[src/design/pfc_pkg.sv]
// pfc_pkg: shared types and constants for the pixel format converter.
// No dependencies.
`timescale 1ns / 1ps
`default_nettype none

package pfc_pkg;

   localparam int unsigned BPP_W = 6;
   localparam logic [BPP_W-1:0] BPP_RESET = 6'd16;
   localparam logic [BPP_W-1:0] BPP_MONO = 6'd1;
   localparam logic [BPP_W-1:0] BPP_GREY_LIMIT = 6'd8;
   localparam logic [BPP_W-1:0] BPP_332 = 6'd8;
   localparam logic [BPP_W-1:0] BPP_444 = 6'd12;
   localparam logic [BPP_W-1:0] BPP_555 = 6'd15;
   localparam logic [BPP_W-1:0] BPP_565 = 6'd16;

   localparam logic [9:0] SUM_MID = 10'd382;
   localparam logic [9:0] SUM_FULL = 10'd765;
   // floor(x / 765) ~ (x * RECIP) >> RECIP_SHIFT, low by at most one
   localparam logic [14:0] RECIP = 15'd21931;
   localparam int unsigned RECIP_SHIFT = 24;

   typedef enum logic [1:0] {
      K_DIRECT = 2'd0,
      K_UNPREM = 2'd1,
      K_GREY_HW = 2'd2,
      K_GREY_GEN = 2'd3
   } kind_type;

   typedef struct packed {
      logic [6:0] rem;
      logic [6:0] dvs;
      logic [7:0] lo;
      logic [7:0] quo;
      logic sat;
   } lane_type;

   typedef struct packed {
      kind_type kind;
      logic [7:0] hdr;
      logic [31:0] direct;
      logic [16:0] x;
      logic [7:0] q0;
      logic [10:0] xrem;
      lane_type [2:0] lanes;
   } stage_type;

   function automatic lane_type div_step(lane_type l);
      lane_type n;
      logic [7:0] t;
      n = l;
      t = {l.rem, l.lo[7]};
      if (t >= {1'b0, l.dvs}) begin
         n.rem = 7'(t - {1'b0, l.dvs});
         n.quo = {l.quo[6:0], 1'b1};
      end else begin
         n.rem = t[6:0];
         n.quo = {l.quo[6:0], 1'b0};
      end
      n.lo = {l.lo[6:0], 1'b0};
      return n;
   endfunction

endpackage

`default_nettype wire

[src/design/pixel_format_converter_core.sv]
// pixel_format_converter_core: converts colours between 24-bit RGB and the
// hardware pixel format, with alpha premultiply and un-premultiply.
// Depends on pfc_pkg.
//
// Usage:
//   req_*  : input beats (req_type, req_color_in), valid/stall handshake.
//   rsp_*  : result beats (rsp_color_out), valid/stall handshake.
//   csr_*  : write of bits_per_pixel; write only while the block is idle.
// Pipeline: four register stages; a beat accepted at the input moves through
// p1_ff, p2_ff, p3_ff and p4_ff, and rsp_valid is high while it sits in p4_ff.
// Throughput: one beat per cycle while rsp_stall is low. Four register stages,
// each carrying two restoring-division steps for the three channel lanes; the
// grey paths use the same lanes or a reciprocal multiply over stages two to four.
// Reset (synchronous, active high) empties the pipeline and sets
// bits_per_pixel to 16.
// When rsp_stall is high the last stage holds its beat; earlier stages
// keep moving into empty slots and req_stall rises only when all four
// stages are full.
`timescale 1ns / 1ps
`default_nettype none

module pixel_format_converter_core (
   input wire logic clock,
   input wire logic reset,
   input wire logic csr_wr_en,
   input wire logic [pfc_pkg::BPP_W-1:0] csr_wr_data,
   input wire logic req_valid,
   output logic req_stall,
   input wire logic req_type,
   input wire logic [31:0] req_color_in,
   output logic rsp_valid,
   input wire logic rsp_stall,
   output logic [31:0] rsp_color_out
);
   import pfc_pkg::*;

   logic [BPP_W-1:0] bpp_ff;
   logic v1_ff, v2_ff, v3_ff, v4_ff;
   stage_type p1_ff, p2_ff, p3_ff, p4_ff;
   stage_type p1_in, p2_in, p3_in, p4_in;
   logic rdy1, rdy2, rdy3, rdy4;

   logic [7:0] r, g, b;
   logic [6:0] a;
   logic flag;
   logic [9:0] sum;
   logic [7:0] top8;
   logic [6:0] top;
   logic [6:0] v;
   logic [14:0] gdiv;
   logic [14:0] pr, pg, pb;
   logic [31:0] y;
   logic [17:0] t765;
   logic [7:0] grey_hw;

   assign r = req_color_in[23:16];
   assign g = req_color_in[15:8];
   assign b = req_color_in[7:0];
   assign a = req_color_in[30:24];
   assign flag = req_color_in[31];
   assign sum = {2'b0, r} + {2'b0, g} + {2'b0, b};
   assign top8 = (8'd1 << bpp_ff[2:0]) - 8'd1;
   assign top = top8[6:0];
   assign v = req_color_in[6:0] & top;
   assign gdiv = {v, 8'b0} - {8'b0, v};
   assign pr = r * a;
   assign pg = g * a;
   assign pb = b * a;

   assign rdy4 = !v4_ff || !rsp_stall;
   assign rdy3 = !v3_ff || rdy4;
   assign rdy2 = !v2_ff || rdy3;
   assign rdy1 = !v1_ff || rdy2;
   assign req_stall = !rdy1;
   assign rsp_valid = v4_ff;
   assign rsp_color_out = p4_ff.direct;

   // stage 1: decode, direct formats, lane setup and two division steps
   always_comb begin
      lane_type ln;
      logic [7:0] ch;
      p1_in = '0;
      p1_in.hdr = req_color_in[31:24];
      p1_in.x = 17'(sum * top);
      p1_in.kind = K_DIRECT;
      p1_in.direct = req_color_in;
      for (int i = 0; i < 3; i++) begin
         ch = (i == 0) ? r : ((i == 1) ? g : b);
         ln = '0;
         if (flag) begin
            ln.rem = ch[7:1];
            ln.lo = {ch[0], 7'b0};
            ln.dvs = a;
            ln.sat = (ch >= {a, 1'b0});
         end else begin
            ln.rem = gdiv[14:8];
            ln.lo = gdiv[7:0];
            ln.dvs = top;
         end
         p1_in.lanes[i] = div_step(div_step(ln));
      end
      if (!req_type) begin
         priority if (flag) begin
            p1_in.direct = {req_color_in[31:24], pr[14:7], pg[14:7], pb[14:7]};
         end else if (bpp_ff == BPP_MONO) begin
            p1_in.direct = {31'b0, sum >= SUM_MID};
         end else if (bpp_ff < BPP_GREY_LIMIT) begin
            p1_in.kind = K_GREY_HW;
         end else if (bpp_ff == BPP_332) begin
            p1_in.direct = {24'b0, r[7:6], g[7:5], b[7:5]};
         end else if (bpp_ff == BPP_565) begin
            p1_in.direct = {16'b0, r[7:3], g[7:2], b[7:3]};
         end else if (bpp_ff == BPP_555) begin
            p1_in.direct = {17'b0, r[7:3], g[7:3], b[7:3]};
         end else if (bpp_ff == BPP_444) begin
            p1_in.direct = {20'b0, r[7:4], g[7:4], b[7:4]};
         end else begin
            p1_in.direct = req_color_in;
         end
      end else begin
         priority if (flag) begin
            p1_in.kind = K_UNPREM;
         end else if (bpp_ff == BPP_MONO) begin
            p1_in.direct = (req_color_in != 32'd0) ? 32'h00FF_FFFF : 32'd0;
         end else if (bpp_ff == 6'd0) begin
            p1_in.direct = 32'd0;
         end else if (bpp_ff < BPP_GREY_LIMIT) begin
            p1_in.kind = K_GREY_GEN;
         end else if (bpp_ff == BPP_332) begin
            p1_in.direct = {8'b0,
               {2{req_color_in[7:6], req_color_in[7:6]}},
               req_color_in[5:3], req_color_in[5:3], req_color_in[5:4],
               req_color_in[2:0], req_color_in[2:0], req_color_in[2:1]};
         end else if (bpp_ff == BPP_565) begin
            p1_in.direct = {8'b0,
               req_color_in[15:11], req_color_in[15:13],
               req_color_in[10:5], req_color_in[10:9],
               req_color_in[4:0], req_color_in[4:2]};
         end else if (bpp_ff == BPP_555) begin
            p1_in.direct = {8'b0, req_color_in[14:10], 3'b0,
               req_color_in[9:5], 3'b0, req_color_in[4:0], 3'b0};
         end else if (bpp_ff == BPP_444) begin
            p1_in.direct = {8'b0, req_color_in[11:8], 4'b0,
               req_color_in[7:4], 4'b0, req_color_in[3:0], 4'b0};
         end else begin
            p1_in.direct = req_color_in;
         end
      end
   end

   // stage 2: reciprocal multiply and two division steps
   assign y = p1_ff.x * RECIP;
   always_comb begin
      p2_in = p1_ff;
      p2_in.q0 = y[RECIP_SHIFT +: 8];
      for (int i = 0; i < 3; i++) begin
         p2_in.lanes[i] = div_step(div_step(p1_ff.lanes[i]));
      end
   end

   // stage 3: remainder of the estimate and two division steps
   assign t765 = p2_ff.q0 * SUM_FULL;
   always_comb begin
      p3_in = p2_ff;
      p3_in.xrem = 11'({1'b0, p2_ff.x} - t765);
      for (int i = 0; i < 3; i++) begin
         p3_in.lanes[i] = div_step(div_step(p2_ff.lanes[i]));
      end
   end

   // stage 4: last steps and result select
   assign grey_hw = p3_ff.q0 + {7'b0, p3_ff.xrem >= {1'b0, SUM_FULL}};
   always_comb begin
      lane_type [2:0] fl;
      logic [7:0] qs [3];
      p4_in = p3_ff;
      for (int i = 0; i < 3; i++) begin
         fl[i] = div_step(div_step(p3_ff.lanes[i]));
         qs[i] = fl[i].sat ? 8'hFF : fl[i].quo;
      end
      unique case (p3_ff.kind)
         K_DIRECT: p4_in.direct = p3_ff.direct;
         K_UNPREM: p4_in.direct = {p3_ff.hdr, qs[0], qs[1], qs[2]};
         K_GREY_HW: p4_in.direct = {24'b0, grey_hw};
         K_GREY_GEN: p4_in.direct = {8'b0, fl[0].quo, fl[0].quo, fl[0].quo};
         default: p4_in.direct = p3_ff.direct;
      endcase
   end

   always_ff @(posedge clock) begin
      if (reset) begin
         bpp_ff <= BPP_RESET;
         v1_ff <= 1'b0;
         v2_ff <= 1'b0;
         v3_ff <= 1'b0;
         v4_ff <= 1'b0;
      end else begin
         if (csr_wr_en) begin
            bpp_ff <= csr_wr_data;
         end
         if (rdy1) begin
            v1_ff <= req_valid;
         end
         if (rdy2) begin
            v2_ff <= v1_ff;
         end
         if (rdy3) begin
            v3_ff <= v2_ff;
         end
         if (rdy4) begin
            v4_ff <= v3_ff;
         end
      end
   end

   always_ff @(posedge clock) begin
      if (rdy1) begin
         p1_ff <= p1_in;
      end
      if (rdy2) begin
         p2_ff <= p2_in;
      end
      if (rdy3) begin
         p3_ff <= p3_in;
      end
      if (rdy4) begin
         p4_ff <= p4_in;
      end
   end

`ifndef SYNTH
   a_accept_fills: assert property (@(posedge clock) disable iff (reset)
      req_valid && !req_stall |=> v1_ff)
      else $error("accepted beat not in stage 1");
   a_stall_full: assert property (@(posedge clock) disable iff (reset)
      req_stall |-> v1_ff && v2_ff && v3_ff && v4_ff)
      else $error("input stalled with an empty stage");
   a_mid_hold: assert property (@(posedge clock) disable iff (reset)
      v2_ff && !rdy2 |=> v2_ff && $stable(p2_ff))
      else $error("stage 2 beat lost under stall");
   a_grey_rem: assert property (@(posedge clock) disable iff (reset)
      v3_ff && p3_ff.kind == K_GREY_HW |-> p3_ff.xrem < 11'd1530)
      else $error("reciprocal estimate off by more than one");
`endif

endmodule

`default_nettype wire

[config.mk]
export PLATFORM = sky130hd
export DESIGN_NAME = pixel_format_converter_core
export DESIGN_NICKNAME = d
export VERILOG_FILES = /design/src/design/pfc_pkg.sv /design/src/design/pixel_format_converter_core.sv
export SDC_FILE = /design/constraint.sdc
export NUM_CORES = 2
export LEC_CHECK = 0
export BUFFER_PORTS_ARGS = -buffer_cell sky130_fd_sc_hd__buf_2
export CAP_MARGIN = 10
export CORE_UTILIZATION = 35
export CTS_CLUSTER_SIZE = 8
export DETAILED_ROUTE_END_ITERATION = 12
export HOLD_SLACK_MARGIN = 0.12
export MAX_ROUTING_LAYER = met4
export PLACE_DENSITY = 0.47
export SETUP_SLACK_MARGIN = 0.1
export SLEW_MARGIN = 20
export SYNTH_ARGS = -nofsm -noshare
export SYNTH_HDL_FRONTEND = slang
export SYNTH_SLANG_ARGS = --single-unit
[constraint.sdc]
create_clock -name clock -period 19.2 [get_ports clock]
set_input_delay 1.92 -clock clock [delete_from_list [all_inputs] [get_ports clock]]
set_output_delay 1.92 -clock clock [all_outputs]
set_load 0.01 [all_outputs]
==> impl_metrics.csv <==
group,metric,value,unit
critical_path,slowest_stage,"ha_1",
worst_hold_path,holdPathStages,0,
clocking,cts-root-buf,"clkbuf_16",
worst_hold_path,hold_class,"flop to flop",
timing,fmax,0.124,GHz
clocking,h-tree-depth,2,
clocking,cts_resized,0,
drt,wl_per_cell,20.3,um
drt,drtIter0Drc,1678,
place,place.gp.congestion,0.930,
timing,min_period,8.06,ns
timing,period_share,42.0,%
clocking,clock_sinks,361,
clocking,clk_latency,0.62,ns
clocking,path_clk_slew,0.05,ns
synthesis,netlist_instances,3432,
die,fp.dieW,320,um
final_layout,nFillCells,9887,
global_route,antenna_found_initial,2,
die,dieArea,103000,um2
timing,tightest_slew,1.15,ns
timing,slew_headroom,22.7,%
global_route,grt_pass1_vias,25500,
job,cap_viol_max_count,0,
final_layout,fin_nets,4299,
drt,ant_nets,0,
timing,hold_violations,0,
synthesis,ys.flop_type,"edfxtp_1",
critical_path,cp-end-kind,"flop",
critical_path,path_common_cell,"a21oi_1",
global_route,overflow,0,
global_route,grt_max_degree,85,
synthesis,synth-edff-count,351,
critical_path,worst-path-max-fanout,32,
critical_path,worst_setup_path_start_kind,"flop",
timing,fin_skew,0.0395,ns
die,boundaryPins,78,
critical_path,worstPathRequired,19.54,ns
die,initial_core_util,35.4,%
place,port_buffers,77,
die,fp-row-count,116,
drt,drc_errors,0,
critical_path,reg2reg_depth,28,
final_layout,final_cell_mix,"ha_1, inv_1, edfxtp_1",
run_status,status,"complete, no violations",
die,core,100000,um2
final_layout,drive_gt1_share,8.86,%
critical_path,r2r_slack,11.14,ns
synthesis,synth_nets,4245,
synthesis,synth.distinct_cells,85,
synthesis,synth-async-reset-ratio,0,%
critical_path,reg2reg_to,"p1_ff[92]$_DFFE_PN_",
drt,viasPerCell,5.10,
drt,routed_wirelength,99.0,mm
timing,finalSetupTns,0,ns
worst_hold_path,min_to,"p2_ff[135]$_DFFE_PP_",
drt,vias,24800,
global_route,grt_pass1_wl,154,mm
place,dpl.hpwl,76.8,mm
synthesis,synth-seq-cells,361,
clocking,tritoncts,"yes",
final_layout,syn2layout_area_growth,9.81,%
die,die_h,320,um
critical_path,critPathKind,"flop to flop",
clocking,clockBufferDepth,3,
final_layout,layout_commonest_cell,"ha_1",
worst_hold_path,hold_start,"p1_ff[135]$_DFFE_PN_",
critical_path,cp.arrival,8.40,ns
critical_path,cpPeakStageDelay,0.70,ns
timing,finalSetupViolations,0,
synthesis,netlist_area,35500,um2
critical_path,regToRegStartpoint,"bpp_ff[2]$_SDFFE_PP0P_",
synthesis,avgSynthCellArea,10.3,um2
synthesis,yosysSeqAreaShare,30.3,%
timing,rsz0062_at_grt,"false",
clocking,cts_buffers,53,
clocking,holdBufCountCts,0,
timing,slew_viol_final,0,
drt,dr.pass1.iters,5,
clocking,post_cts_buffers,0,
synthesis,ys_warn_count,0,
global_route,grt.total_usage,20.1,%
synthesized netlist by cell type (19+ instances only):
| library cell | count | area (um2) |
|---|---|---|
| nand2_1 | 224 | 841 |
| a211oi_1 | 23 | 173 |
| nand4_1 | 35 | 219 |
| edfxtp_1 | 351 | 10500 |
| fa_1 | 267 | 5350 |
| inv_1 | 477 | 1790 |
| nand3_1 | 33 | 165 |
| a21o_1 | 113 | 848 |
| ha_1 | 502 | 6280 |
| mux2_2 | 87 | 980 |
| o22ai_1 | 27 | 169 |
| nor2_1 | 199 | 747 |
| and2_1 | 54 | 338 |
| o21a_1 | 30 | 225 |
| nand2b_1 | 19 | 119 |
| xor2_1 | 55 | 482 |
| clkbuf_1 | 93 | 349 |
| mux2i_1 | 50 | 500 |
| nor2b_1 | 31 | 194 |
| nor3_1 | 36 | 180 |
| o21ai_0 | 146 | 731 |
| a21oi_1 | 182 | 911 |
| xnor2_1 | 122 | 1070 |
| o21bai_1 | 22 | 165 |
cell families (layout without fill, tap and decap cells):
group | Yosys count | count (layout) | share of synthesized area [%]
adder cells (fa/ha/maj) | 769 | 769 | 32.8
AND/OR/NAND/NOR | 711 | 711 | 9.58
AO/OA/AOI/OAI | 678 | 678 | 12.4
buffers and inverters | 598 | 676 | 6.40
flip-flops | 361 | 361 | 30.3
XOR/XNOR | 177 | 177 | 4.37
multiplexers | 138 | 138 | 4.20
other | 0 | 2 | 0
worst max-delay path by stage:
stage / to / startpoint / slack, ns
final: p1_ff[92]$_DFFE_PN_ / bpp_ff[2]$_SDFFE_PP0P_ / 11.14
after global routing: p1_ff[61]$_DFFE_PN_ / bpp_ff[0]$_SDFFE_PP0P_ / 10.54
after CTS: p1_ff[61]$_DFFE_PN_ / bpp_ff[0]$_SDFFE_PP0P_ / 11.20
after detailed placement: p1_ff[128]$_DFFE_PN_ / req_color_in[2] / 10.56
after global placement: p1_ff[128]$_DFFE_PN_ / req_color_in[2] / 10.60
after floorplan: p1_ff[128]$_DFFE_PN_ / req_color_in[1] / 11.42
sequential cells by signal (all words and copies together), names as in the netlist:
signal,cells
bpp_ff,6
p1_ff,101
p2_ff,107
p3_ff,111
rsp_color_out,32
rsp_valid,1
v1_ff,1
v2_ff,1
v3_ff,1
per-stage QoR:
step	instances	hold WS [ns]	setup WS, ns	cell area (um2)	utilization [%]
after CTS	4867	0.372	11.20	39000	38.9
after global placement	4788	0.402	10.60	37400	37.3
after detailed placement	4788	0.405	10.56	37400	37.3
after floorplan	3432	0.400	11.42	35500	-
after global routing	4868	0.384	10.54	39000	38.9
final	4869	0.386	11.14	39000	38.9
per-layer routing:
metal / vias up / GRT usage (%) / wire length, um
met3: 154 / 2.39 / 4720
met1: 12000 / 27.9 / 47900
li1: 12000 / - / -
met4: 0 / 6.04 / 3000
met2: 617 / 30.8 / 43400
met5: - / - / 0
area by class of cell:
cell class	instances	area, um2	area share (%)
Multi-Input combinational cell	2473	22500	57.8
Timing Repair Buffer	115	674	1.73
Sequential cell	361	10700	27.6
Clock inverter	10	138	0.353
Tap cell	1357	1700	4.36
Inverter	482	1810	4.65
Clock buffer	69	1400	3.58
Antenna cell	2	5.00	0.0128
critical path, delay by kind of cell, from the launching register on:
kind / cells / cell delay [ns]
and+or+nand+nor: 6 / 1.24
muxes: 2 / 0.74
DFF: 1 / 0.29
adders and majority gates: 4 / 1.79
AOI/OAI and AO/OA: 13 / 3.11
buffers and inverters: 3 / 0.64
Power is left out: the tool's default activity adds up to more than one toggle a clock period on the data nets, which glitch-free logic cannot reach.
